[config.mk]
export PLATFORM = sky130hd
export DESIGN_NAME = decimal_length_unit_parser_top_flat
export DESIGN_NICKNAME = d
export VERILOG_FILES = /design/src/rtl/dlup_pkg.sv /design/src/rtl/dlup_if.sv /design/src/rtl/dlup_scan.sv /design/src/rtl/dlup_fmt.sv /design/src/rtl/decimal_length_unit_parser_top.sv /design/src/flat_wrapper.sv
export SDC_FILE = /design/constraint.sdc
export NUM_CORES = 1
export LEC_CHECK = 0
export BUFFER_PORTS_ARGS = -buffer_cell sky130_fd_sc_hd__buf_2
export CAP_MARGIN = 20
export CORE_MARGIN = 2
export CORE_UTILIZATION = 48
export DETAILED_ROUTE_END_ITERATION = 8
export HOLD_SLACK_MARGIN = 0.12
export PLACE_DENSITY = 0.71
export SYNTH_ARGS = -nofsm -noshare
export SYNTH_HDL_FRONTEND = slang
export SYNTH_SLANG_ARGS = --single-unit
[constraint.sdc]
create_clock -name clk -period 5.1 [get_ports clk]
set_input_delay 1.275 -clock clk [delete_from_list [all_inputs] [get_ports clk]]
set_output_delay 1.275 -clock clk [all_outputs]
set_load 0.005 [all_outputs]
[src/rtl/dlup_pkg.sv]
// Shared types, character codes and lookup tables for the length token parser.
// Used by the interfaces' users, the scanner, the result formatter and the top level.
// Depends on nothing.
package dlup_pkg;

  // Scanner phases.
  typedef enum logic [2:0] {
    PH_IDLE,
    PH_WS,
    PH_SIGN,
    PH_INT,
    PH_DOT,
    PH_FRAC1,
    PH_FRAC2,
    PH_UNIT2
  } dlup_phase_t;

  // First letter of a two letter unit.
  typedef enum logic [2:0] {
    UF_E,
    UF_P,
    UF_M,
    UF_C,
    UF_I
  } dlup_uf_t;

  // Result status codes.
  typedef enum logic [1:0] {
    ST_OK,
    ST_NONUM,
    ST_RANGE
  } dlup_status_t;

  localparam int MAG_W   = 24;
  localparam int FRAC_W  = 7;
  localparam int VALUE_W = 25;

  localparam logic [MAG_W-1:0] MAG_CAP     = 24'd8388736;
  localparam logic [MAG_W-1:0] INT_POS_MAX = 24'd32767;
  localparam logic [MAG_W-1:0] INT_NEG_MAX = 24'd32768;

  localparam logic signed [VALUE_W:0] VAL_LOW  = -26'sd8388736;
  localparam logic signed [VALUE_W:0] VAL_HIGH = 26'sd8388607;

  // Character codes.
  localparam logic [7:0] CH_TAB   = 8'd9;
  localparam logic [7:0] CH_CR    = 8'd13;
  localparam logic [7:0] CH_SPACE = 8'd32;
  localparam logic [7:0] CH_PCT   = 8'd37;
  localparam logic [7:0] CH_PLUS  = 8'd43;
  localparam logic [7:0] CH_MINUS = 8'd45;
  localparam logic [7:0] CH_DOT   = 8'd46;
  localparam logic [7:0] CH_ZERO  = 8'd48;
  localparam logic [7:0] CH_NINE  = 8'd57;
  localparam logic [7:0] CH_LC_A  = 8'd97;
  localparam logic [7:0] CH_LC_Z  = 8'd122;
  localparam logic [7:0] CH_CASE  = 8'd32;
  localparam logic [7:0] CH_E     = 8'd69;
  localparam logic [7:0] CH_M     = 8'd77;
  localparam logic [7:0] CH_X     = 8'd88;
  localparam logic [7:0] CH_P     = 8'd80;
  localparam logic [7:0] CH_C     = 8'd67;
  localparam logic [7:0] CH_T     = 8'd84;
  localparam logic [7:0] CH_I     = 8'd73;
  localparam logic [7:0] CH_N     = 8'd78;

  localparam logic [15:0] UNIT_NONE = 16'h0000;
  localparam logic [15:0] UNIT_PCT  = 16'h2500;

  localparam int Frac1Den = 10;
  localparam int Frac2Den = 100;

  // Rounded 8-bit fraction for one fraction digit: (f*256+5)/10.
  function automatic logic [15:0][7:0] build_frac1_lut();
    logic [15:0][7:0] t;
    for (int i = 0; i < 16; i++) begin
      t[i] = (i < Frac1Den) ? 8'((i * 256 + 5) / Frac1Den) : 8'd0;
    end
    return t;
  endfunction

  // Rounded 8-bit fraction for two fraction digits: (f*256+5)/100.
  function automatic logic [127:0][7:0] build_frac2_lut();
    logic [127:0][7:0] t;
    for (int i = 0; i < 128; i++) begin
      t[i] = (i < Frac2Den) ? 8'((i * 256 + 5) / Frac2Den) : 8'd0;
    end
    return t;
  endfunction

  localparam logic [15:0][7:0]  FRAC1_LUT = build_frac1_lut();
  localparam logic [127:0][7:0] FRAC2_LUT = build_frac2_lut();

  // Everything the formatter needs to build one result.
  typedef struct packed {
    logic              nonum;
    logic              neg;
    logic [MAG_W-1:0]  mag;
    logic [FRAC_W-1:0] frac;
    logic [1:0]        frac_digits;
    logic [15:0]       unit;
    logic [7:0]        consumed;
  } dlup_emit_t;

  function automatic logic [7:0] uf_char(dlup_uf_t uf);
    logic [7:0] c;
    case (uf)
      UF_E:    c = CH_E;
      UF_P:    c = CH_P;
      UF_M:    c = CH_M;
      UF_C:    c = CH_C;
      UF_I:    c = CH_I;
      default: c = CH_E;
    endcase
    return c;
  endfunction

  function automatic logic unit_pair_ok(dlup_uf_t uf, logic [7:0] b);
    logic ok;
    case (uf)
      UF_E:    ok = (b == CH_M) || (b == CH_X);
      UF_P:    ok = (b == CH_C) || (b == CH_T) || (b == CH_X);
      UF_M:    ok = (b == CH_M);
      UF_C:    ok = (b == CH_M);
      UF_I:    ok = (b == CH_N);
      default: ok = 1'b0;
    endcase
    return ok;
  endfunction

endpackage

[src/rtl/dlup_if.sv]
// Valid/ready channel interfaces for the length token parser.
// One carries text characters in, the other carries parse results out.
// Depends on nothing.
interface dlup_in_if;
  logic       valid;
  logic       ready;
  logic [7:0] ch;
  logic       first;
  logic       end_of_text;

  modport source (output valid, output ch, output first, output end_of_text, input ready);
  modport sink   (input valid, input ch, input first, input end_of_text, output ready);
endinterface

interface dlup_out_if;
  logic               valid;
  logic               ready;
  logic [1:0]         status;
  logic signed [24:0] value;
  logic [15:0]        unit;
  logic [7:0]         consumed;

  modport source (output valid, output status, output value, output unit, output consumed,
                  input ready);
  modport sink   (input valid, input status, input value, input unit, input consumed,
                  output ready);
endinterface

[src/rtl/dlup_scan.sv]
// Character scanner: phase register, accumulators and per-character update.
// Depends on dlup_pkg.
module dlup_scan #(
  parameter int MAX_SCAN_LENGTH = 255
) (
  input  logic                 clk,
  input  logic                 rst_n,
  input  logic                 step,
  input  logic [7:0]           ch,
  input  logic                 first,
  input  logic                 end_of_text,
  output logic                 emit_valid,
  output dlup_pkg::dlup_emit_t emit
);
  import dlup_pkg::*;

  localparam int CW  = $clog2(MAX_SCAN_LENGTH + 1);
  localparam int CXW = (CW > 8) ? CW : 8;
  localparam logic [CW:0]    CNT_MAX  = (CW + 1)'(MAX_SCAN_LENGTH);
  localparam logic [CXW-1:0] CONS_MAX = CXW'(255);

  dlup_phase_t       phase_r, phase_nxt;
  logic [MAG_W-1:0]  int_r, int_nxt;
  logic              neg_r, neg_nxt;
  logic [FRAC_W-1:0] frac_r, frac_nxt;
  logic [1:0]        fd_r, fd_nxt;
  dlup_uf_t          uf_r, uf_nxt;
  logic [CW-1:0]     cnt_r, cnt_nxt;
  logic [1:0]        cnt_add;

  // A new scan behaves as if the state had just been cleared, with the phase set to white space.
  dlup_phase_t       eff_phase;
  logic [MAG_W-1:0]  eff_int;
  logic              eff_neg;
  logic [FRAC_W-1:0] eff_frac;
  logic [1:0]        eff_fd;
  dlup_uf_t          eff_uf;
  logic [CW-1:0]     eff_cnt;

  assign eff_phase = first ? PH_WS : phase_r;
  assign eff_int   = first ? '0 : int_r;
  assign eff_neg   = first ? 1'b0 : neg_r;
  assign eff_frac  = first ? '0 : frac_r;
  assign eff_fd    = first ? 2'd0 : fd_r;
  assign eff_uf    = first ? UF_E : uf_r;
  assign eff_cnt   = first ? '0 : cnt_r;

  // Character classes.
  logic       is_space, is_digit, is_sign, is_dot, is_pct, is_unit1, pair_ok;
  logic [7:0] up;
  logic [3:0] digit;
  dlup_uf_t   uf_code;

  assign up       = (ch >= CH_LC_A && ch <= CH_LC_Z) ? ch - CH_CASE : ch;
  assign is_space = (ch == CH_SPACE) || (ch >= CH_TAB && ch <= CH_CR);
  assign is_digit = !end_of_text && (ch >= CH_ZERO) && (ch <= CH_NINE);
  assign is_sign  = (ch == CH_PLUS) || (ch == CH_MINUS);
  assign is_dot   = !end_of_text && (ch == CH_DOT);
  assign is_pct   = (ch == CH_PCT);
  assign digit    = 4'(ch - CH_ZERO);
  assign pair_ok  = !end_of_text && unit_pair_ok(eff_uf, up);

  always_comb begin
    is_unit1 = 1'b1;
    uf_code  = UF_E;
    case (up)
      CH_E:    uf_code = UF_E;
      CH_P:    uf_code = UF_P;
      CH_M:    uf_code = UF_M;
      CH_C:    uf_code = UF_C;
      CH_I:    uf_code = UF_I;
      default: is_unit1 = 1'b0;
    endcase
  end

  // Integer digit step, saturating at the magnitude cap.
  logic [MAG_W+3:0] int_x10;
  logic [MAG_W-1:0] int_acc;
  assign int_x10 = {1'b0, eff_int, 3'b000} + {3'b000, eff_int, 1'b0} + (MAG_W + 4)'(digit);
  assign int_acc = (int_x10 > (MAG_W + 4)'(MAG_CAP)) ? MAG_CAP : int_x10[MAG_W-1:0];

  // Next state.
  always_comb begin
    phase_nxt = eff_phase;
    int_nxt   = eff_int;
    neg_nxt   = eff_neg;
    frac_nxt  = eff_frac;
    fd_nxt    = eff_fd;
    uf_nxt    = eff_uf;
    cnt_add   = 2'd0;
    case (eff_phase)
      PH_WS: begin
        if (end_of_text) begin
          phase_nxt = PH_IDLE;
        end else if (is_space) begin
          cnt_add = 2'd1;
        end else if (is_sign) begin
          neg_nxt   = (ch == CH_MINUS);
          phase_nxt = PH_SIGN;
        end else if (is_digit) begin
          int_nxt   = MAG_W'(digit);
          cnt_add   = 2'd1;
          phase_nxt = PH_INT;
        end else begin
          phase_nxt = PH_IDLE;
        end
      end
      PH_SIGN: begin
        if (is_digit) begin
          int_nxt   = MAG_W'(digit);
          cnt_add   = 2'd2;
          phase_nxt = PH_INT;
        end else begin
          phase_nxt = PH_IDLE;
        end
      end
      PH_INT, PH_DOT, PH_FRAC1, PH_FRAC2: begin
        if (is_digit) begin
          cnt_add = 2'd1;
          case (eff_phase)
            PH_INT: int_nxt = int_acc;
            PH_DOT: begin
              frac_nxt  = FRAC_W'(digit);
              fd_nxt    = 2'd1;
              phase_nxt = PH_FRAC1;
            end
            PH_FRAC1: begin
              frac_nxt  = {eff_frac[FRAC_W-4:0], 3'b000} + {eff_frac[FRAC_W-2:0], 1'b0}
                          + FRAC_W'(digit);
              fd_nxt    = 2'd2;
              phase_nxt = PH_FRAC2;
            end
            default: phase_nxt = eff_phase;
          endcase
        end else if (eff_phase == PH_INT && is_dot) begin
          cnt_add   = 2'd1;
          phase_nxt = PH_DOT;
        end else if (end_of_text) begin
          phase_nxt = PH_IDLE;
        end else if (is_unit1) begin
          uf_nxt    = uf_code;
          phase_nxt = PH_UNIT2;
        end else if (is_pct) begin
          cnt_add   = 2'd1;
          phase_nxt = PH_IDLE;
        end else begin
          phase_nxt = PH_IDLE;
        end
      end
      PH_UNIT2: begin
        if (pair_ok) begin
          cnt_add = 2'd2;
        end
        phase_nxt = PH_IDLE;
      end
      default: phase_nxt = PH_IDLE;
    endcase
  end

  // Character count, saturating at the scan length limit.
  logic [CW:0]     cnt_sum;
  logic [CXW-1:0]  cnt_ext;
  assign cnt_sum = {1'b0, eff_cnt} + (CW + 1)'(cnt_add);
  assign cnt_nxt = (cnt_sum > CNT_MAX) ? CNT_MAX[CW-1:0] : cnt_sum[CW-1:0];
  assign cnt_ext = CXW'(cnt_nxt);

  // Result generation.
  logic        emit_num, emit_nonum;
  logic [15:0] unit_sel;

  always_comb begin
    emit_num   = 1'b0;
    emit_nonum = 1'b0;
    unit_sel   = UNIT_NONE;
    case (eff_phase)
      PH_WS: begin
        emit_nonum = end_of_text || !(is_space || is_sign || is_digit);
      end
      PH_SIGN: begin
        emit_nonum = !is_digit;
      end
      PH_INT, PH_DOT, PH_FRAC1, PH_FRAC2: begin
        if (is_digit || (eff_phase == PH_INT && is_dot)) begin
          emit_num = 1'b0;
        end else if (end_of_text) begin
          emit_num = 1'b1;
        end else if (is_unit1) begin
          emit_num = 1'b0;
        end else begin
          emit_num = 1'b1;
          unit_sel = is_pct ? UNIT_PCT : UNIT_NONE;
        end
      end
      PH_UNIT2: begin
        emit_num = 1'b1;
        unit_sel = pair_ok ? {uf_char(eff_uf), up} : UNIT_NONE;
      end
      default: emit_num = 1'b0;
    endcase
  end

  assign emit_valid       = emit_num || emit_nonum;
  assign emit.nonum       = emit_nonum;
  assign emit.neg         = eff_neg;
  assign emit.mag         = eff_int;
  assign emit.frac        = eff_frac;
  assign emit.frac_digits = eff_fd;
  assign emit.unit        = unit_sel;
  assign emit.consumed    = (cnt_ext > CONS_MAX) ? 8'd255 : cnt_ext[7:0];

  always_ff @(posedge clk) begin
    if (!rst_n) begin
      phase_r <= PH_IDLE;
      int_r   <= '0;
      neg_r   <= 1'b0;
      frac_r  <= '0;
      fd_r    <= 2'd0;
      uf_r    <= UF_E;
      cnt_r   <= '0;
    end else if (step) begin
      phase_r <= phase_nxt;
      int_r   <= int_nxt;
      neg_r   <= neg_nxt;
      frac_r  <= frac_nxt;
      fd_r    <= fd_nxt;
      uf_r    <= uf_nxt;
      cnt_r   <= cnt_nxt;
    end
  end

endmodule

[src/rtl/dlup_fmt.sv]
// Result formatter: signed 16.8 scaling with rounding, range check, sign and clamping.
// Depends on dlup_pkg.
module dlup_fmt (
  input  dlup_pkg::dlup_emit_t    emit,
  output dlup_pkg::dlup_status_t  status,
  output logic signed [24:0]      value
);
  import dlup_pkg::*;

  logic                    wide;
  logic [7:0]              frac_q;
  logic [VALUE_W-1:0]      scaled;
  logic [VALUE_W-1:0]      mag_sel;
  logic signed [VALUE_W:0] signed_val;
  logic signed [VALUE_W:0] clamped;

  assign wide = emit.neg ? (emit.mag > INT_NEG_MAX) : (emit.mag > INT_POS_MAX);

  // The integer part scales exactly, so only the fraction needs rounding.
  always_comb begin
    case (emit.frac_digits)
      2'd1:    frac_q = FRAC1_LUT[emit.frac[3:0]];
      2'd2:    frac_q = FRAC2_LUT[emit.frac];
      default: frac_q = 8'd0;
    endcase
  end

  assign scaled     = {emit.mag[16:0], 8'h00} + VALUE_W'(frac_q);
  assign mag_sel    = wide ? VALUE_W'(emit.mag) : scaled;
  assign signed_val = emit.neg ? -$signed({1'b0, mag_sel}) : $signed({1'b0, mag_sel});

  always_comb begin
    if (signed_val < VAL_LOW) begin
      clamped = VAL_LOW;
    end else if (signed_val > VAL_HIGH) begin
      clamped = VAL_HIGH;
    end else begin
      clamped = signed_val;
    end
  end

  always_comb begin
    if (emit.nonum) begin
      status = ST_NONUM;
      value  = '0;
    end else begin
      status = wide ? ST_RANGE : ST_OK;
      value  = clamped[VALUE_W-1:0];
    end
  end

endmodule

[src/rtl/decimal_length_unit_parser_top.sv]
// Length token parser: one text character per cycle in, unless the result register is
// stalled, and one result per token out. A token's result is registered as its last
// character leaves the input register. The only state loop is the scanner update.
// Reset (rst_n low, synchronous): scanner idle, counters and accumulators zero, both
// channel registers empty. No clearing pass is needed.
// Depends on dlup_pkg, dlup_if, dlup_scan and dlup_fmt.
module decimal_length_unit_parser_top #(
  parameter int MAX_SCAN_LENGTH = 255
) (
  input  logic       clk,
  input  logic       rst_n,
  dlup_in_if.sink    in_ch,
  dlup_out_if.source out_res
);
  import dlup_pkg::*;

  // Input register. A character waits here until the result register can take
  // whatever the scanner produces for it.
  logic       in_valid_r, in_valid_nxt;
  logic [7:0] ch_r;
  logic       first_r;
  logic       eot_r;
  logic       step_go;

  assign step_go      = in_valid_r && (!out_res.valid || out_res.ready);
  assign in_ch.ready  = !in_valid_r || step_go;
  assign in_valid_nxt = in_ch.valid ? 1'b1 : (step_go ? 1'b0 : in_valid_r);

  always_ff @(posedge clk) begin
    if (!rst_n) begin
      in_valid_r <= 1'b0;
    end else begin
      in_valid_r <= in_valid_nxt;
    end
  end

  always_ff @(posedge clk) begin
    if (in_ch.valid && in_ch.ready) begin
      ch_r    <= in_ch.ch;
      first_r <= in_ch.first;
      eot_r   <= in_ch.end_of_text;
    end
  end

  // The scanner advances by exactly one character per step and reports when the
  // character finishes a token.
  logic       emit_valid;
  dlup_emit_t emit;

  dlup_scan #(
    .MAX_SCAN_LENGTH(MAX_SCAN_LENGTH)
  ) u_scan (
    .clk        (clk),
    .rst_n      (rst_n),
    .step       (step_go),
    .ch         (ch_r),
    .first      (first_r),
    .end_of_text(eot_r),
    .emit_valid (emit_valid),
    .emit       (emit)
  );

  dlup_status_t       fmt_status;
  logic signed [24:0] fmt_value;

  dlup_fmt u_fmt (
    .emit  (emit),
    .status(fmt_status),
    .value (fmt_value)
  );

  // Result register. It is loaded only when it is empty or its transaction
  // completes in the same cycle, so no result is dropped or repeated.
  logic               out_valid_r, out_valid_nxt;
  logic [1:0]         status_r;
  logic signed [24:0] value_r;
  logic [15:0]        unit_r;
  logic [7:0]         consumed_r;
  logic               load_out;

  assign load_out      = step_go && emit_valid;
  assign out_valid_nxt = load_out ? 1'b1 : (out_res.ready ? 1'b0 : out_valid_r);

  always_ff @(posedge clk) begin
    if (!rst_n) begin
      out_valid_r <= 1'b0;
    end else begin
      out_valid_r <= out_valid_nxt;
    end
  end

  always_ff @(posedge clk) begin
    if (load_out) begin
      status_r   <= fmt_status;
      value_r    <= fmt_value;
      unit_r     <= emit.unit;
      consumed_r <= emit.consumed;
    end
  end

  assign out_res.valid    = out_valid_r;
  assign out_res.status   = status_r;
  assign out_res.value    = value_r;
  assign out_res.unit     = unit_r;
  assign out_res.consumed = consumed_r;

  // A finished token always shows up in the result register on the next cycle.
  assert property (@(posedge clk) disable iff (!rst_n) load_out |=> out_valid_r)
    else $error("finished token did not reach the result register");

  // The scanner never advances while a waiting result would be overwritten.
  assert property (@(posedge clk) disable iff (!rst_n)
                   (out_valid_r && !out_res.ready) |-> !step_go)
    else $error("scanner stepped while the result register was stalled");

  // A token without digits carries neither a value nor a unit.
  assert property (@(posedge clk) disable iff (!rst_n)
                   (out_valid_r && status_r == ST_NONUM) |-> (value_r == '0 && unit_r == UNIT_NONE))
    else $error("no-number result carries a value or unit");

  // Only the three defined status codes are ever produced.
  assert property (@(posedge clk) disable iff (!rst_n)
                   out_valid_r |-> (status_r == ST_OK || status_r == ST_NONUM ||
                                    status_r == ST_RANGE))
    else $error("undefined status code in result");

endmodule

[src/flat_wrapper.sv]
// flat-port wrapper written by rule: the top's interface ports become plain ports
module decimal_length_unit_parser_top_flat import dlup_pkg::*;
#(
  parameter int MAX_SCAN_LENGTH = 255
)
  (clk, rst_n, in_ch_valid, in_ch_ch, in_ch_first, in_ch_end_of_text, in_ch_ready, out_res_valid, out_res_status, out_res_value, out_res_unit, out_res_consumed, out_res_ready);
  dlup_in_if in_ch_i ();
  dlup_out_if out_res_i ();
  input  logic clk;
  input  logic rst_n;
  input wire logic [$bits(in_ch_i.valid)-1:0] in_ch_valid;
  input wire logic [$bits(in_ch_i.ch)-1:0] in_ch_ch;
  input wire logic [$bits(in_ch_i.first)-1:0] in_ch_first;
  input wire logic [$bits(in_ch_i.end_of_text)-1:0] in_ch_end_of_text;
  output wire logic [$bits(in_ch_i.ready)-1:0] in_ch_ready;
  output wire logic [$bits(out_res_i.valid)-1:0] out_res_valid;
  output wire logic [$bits(out_res_i.status)-1:0] out_res_status;
  output wire logic [$bits(out_res_i.value)-1:0] out_res_value;
  output wire logic [$bits(out_res_i.unit)-1:0] out_res_unit;
  output wire logic [$bits(out_res_i.consumed)-1:0] out_res_consumed;
  input wire logic [$bits(out_res_i.ready)-1:0] out_res_ready;
  assign in_ch_i.valid = in_ch_valid;
  assign in_ch_i.ch = in_ch_ch;
  assign in_ch_i.first = in_ch_first;
  assign in_ch_i.end_of_text = in_ch_end_of_text;
  assign in_ch_ready = in_ch_i.ready;
  assign out_res_valid = out_res_i.valid;
  assign out_res_status = out_res_i.status;
  assign out_res_value = out_res_i.value;
  assign out_res_unit = out_res_i.unit;
  assign out_res_consumed = out_res_i.consumed;
  assign out_res_i.ready = out_res_ready;
  decimal_length_unit_parser_top #(.MAX_SCAN_LENGTH(MAX_SCAN_LENGTH)) u_core (.clk(clk), .rst_n(rst_n), .in_ch(in_ch_i), .out_res(out_res_i));
endmodule
==> summary.txt <==
STA
  • Max-slew violation count: 0
  • Final setup fails: 0
  • F_max: 0.209 GHz
  • Max transition margin: 0.367
  • Hold slack: 0.485 ns
  • Slew @ Worst Pin: 0.946 ns
  • Hold Vio Cnt, Final: 0
  • Crit path time final: 4.79 ns
  • Final Cycle Share: 0.940
  • Clock skew: 0.0105 ns

Critical path
  • CP max stage delay: 0.43 ns
  • Slowest-stage cell, CP: a2111o_1
  • Critical path peak fanout: 10
  • CP cell instances: buf_4, buf_4, nor2b_1, ha_1, ha_1, inv_1, fa_1, nor2b_1, o21a_1, o21ai_1, a2111o_1, a211o_1, o21a_1, o31ai_1, nand3_1, a21oi_1, nand4_1, o21ai_0
  • Worst setup SP type: flop
  • Worst setup EP type: flop
  • Path type of the worst setup path: reg2reg
  • Worst Path Required: 5.39 ns
  • Crit path arrival time: 5.08 ns

Route
  • 1st-iter DRT viols: 1,007
  • Drt first pass iters: 8
  • Total number of vias: 9,996
  • Post-route ant nets: 0
  • Drt via density: 6.20
  • Residual DRC count: 0
  • Routed WL: 29,400 um
  • Routed WL per cell: 18.2 um

Layout
  • Finished Core Util: 0.534
  • Fin nets: 1,425
  • Fraction of layout instances using a drive strength above 1: 0.130
  • Fill cells: 2,006
  • Finished Cell Area: 11,200 um2
  • Most frequent cells in the layout: 130 x a21oi_1, 130 x nor2_1, 110 x nand2_1, 71 x ha_1, 68 x o21ai_0
  • # diodes: 0
  • Final std cells w/o fill: 1,613
  • Synthesis-to-layout area growth: 9.81%

Floorplanning
  • Die H: 150 um
  • IO Pins: 67
  • Die Wd: 150 um
  • Core Area: 21,000 um2
  • Std cell rows: 53
  • Initial Util: 0.486
  • Die Area: 22,400 um2

Logic synthesis
  • Post-synth top flop: edfxtp_1
  • Number of synthesized register bits: 110
  • Number of synthesized flops with an enable pin: 60
  • Yosys Warn Count: 0
  • Largest cells by area after synthesis: edfxtp_1 18%, dfxtp_1 9.8%, ha_1 9.0%
  • Sequential-to-total area share from yosys stat: 0.275
  • Post-synth top area share: 0.177
  • Yosys cell types: 90
  • Ys async rst share: 0
  • Syn avg cell area: 7.94 um2
  • Cell Area, Synth: 10,200 um2
  • Synth area leader: edfxtp_1
  • Post-Synthesis Cells: 1,283

Global routing
  • Global route total overflow: 0
  • Largest net degree at the start of global routing: 34
  • First-pass GRT wire length: 47,700 um
  • Vias in the first global route: 9,254
  • Gr usage total: 0.264
  • Initial antenna violation count: 0

Pwr
  • Pwr Total: 2.02 mW
  • Max VDD drop: 0.163 mV
  • PD cells: 181 nW/um2
  • Static Leak: 4.49 nW

Clock tree
  • # hold bufs at CTS: 0
  • H-tree depth: 3
  • Root Driver: clkbuf_16
  • Clk buf depth: 2
  • CTS clk-pin slew, worst paths: 0.08 ns
  • Num CTS Buffers: 9
  • CTS tree: built
  • Worst-skew pair later-pin latency: 0.37 ns
  • CTS Sinks: 110

Job
  • Max Cap Viol: 0

Status
  • Run status: completed

Place
  • Placed cell areas: 10,900 um2
  • Port bufs: 65
  • DP HPWL: 22,000 um
  • Placed insts: 1,594
  • Routability cong.: 0.950

Min path
  • Hold Crit Class: reg2reg
==> cells in the mapped netlist (all sizes together) (24+ instances only) <==
master,n
nor3,43
ha,73
edfxtp,60
nand2b,30
xnor2,36
dfxtp,50
a21o,24
o21ai,73
nand3,27
nand2,110
nor2,131
a21oi,131
inv,47
clkbuf,46
nor2b,46
buf,34
==> stage by stage <==
step,setup TNS (ns),setup slack [ns]
4_1_cts,0,0.191
2_1_floorplan,0,0.311
6_report,0,0.307
5_1_grt,-0.0150,-0.0150
3_5_place_dp,0,0.200
3_3_place_gp,0,0.363
==> critical path: cells and delay by family (launching register included) <==
family | cells | cell delay [ns]
AOI/OAI and AO/OA | 8 | 2.07
adders and majority gates | 3 | 0.76
buffers and inverters | 3 | 0.41
DFF | 1 | 0.42
and+or+nand+nor | 4 | 1.06
==> sequential cells by signal, summed over array words and instances (netlist names), 7 cells and up <==
| signal | cells |
|---|---|
| u_core.out_res.value | 25 |
| u_core.u_scan.int_r | 24 |
| u_core.out_res.unit | 15 |
| u_core.ch_r | 8 |
| u_core.out_res.consumed | 8 |
| u_core.u_scan.cnt_r | 8 |
| u_core.u_scan.frac_r | 7 |
==> power by group <==
| group | leakage, nW | switching (mW) | internal [mW] |
|---|---|---|---|
| combinational | 3.39 | 0.213 | 0.121 |
| clock | 0.142 | 0.358 | 0.343 |
| sequential | 0.959 | 0.0229 | 0.966 |
==> worst paths after layout <==
| path | end | depth (start not counted) | slack, ns | from |
|---|---|---|---|---|
| setup / recovery | u_core.u_scan.int_r[11] | 18 | 0.31 | u_core.first_r |
| hold / removal | u_core.u_scan.cnt_r[7] | 2 | 0.49 | u_core.u_scan.cnt_r[7] |
| hold reg to reg | u_core.u_scan.cnt_r[7] | 2 | 0.49 | u_core.u_scan.cnt_r[7] |
| setup reg to reg | u_core.u_scan.int_r[11] | 18 | 0.31 | u_core.first_r |
==> timing repair <==
item,CTS,global route
setup buffers,0,1
resized for setup,0,8
hold endpoints to repair,0,0
setup endpoints to repair,0,7
==> per-layer routing <==
metal,routed length (um),global-route usage,part of all wire,vias up
met5,0,0,0,-
met4,766,0.0863,0.026,0
met3,2180,0.0384,0.074,67
met2,13300,0.425,0.45,453
met1,13200,0.364,0.45,4633
li1,-,-,-,4843
==> layout make-up <==
cell class / instances / area [um2] / share of cell area
well taps: 275 / 344 / 0.0307
clock buffers: 10 / 229 / 0.0205
clock inverters: 6 / 58.8 / 0.00525
multi-input cells: 1047 / 6860 / 0.613
flip-flops and latches: 110 / 2800 / 0.250
inverters: 48 / 180 / 0.0161
repair buffers: 117 / 716 / 0.0639
==> logic make-up after synthesis <==
logic type	count (synthesis)	synth area share
and+or+nand+nor	494	0.250
adders and majority gates	80	0.102
other	1	0.000368
AOI/OAI and AO/OA	406	0.260
buffers and inverters	128	0.0555
xor gates and xnor gates	50	0.0430
DFF	110	0.275
muxes	14	0.0150
Note: power is estimated with default switching activity, not from simulation.
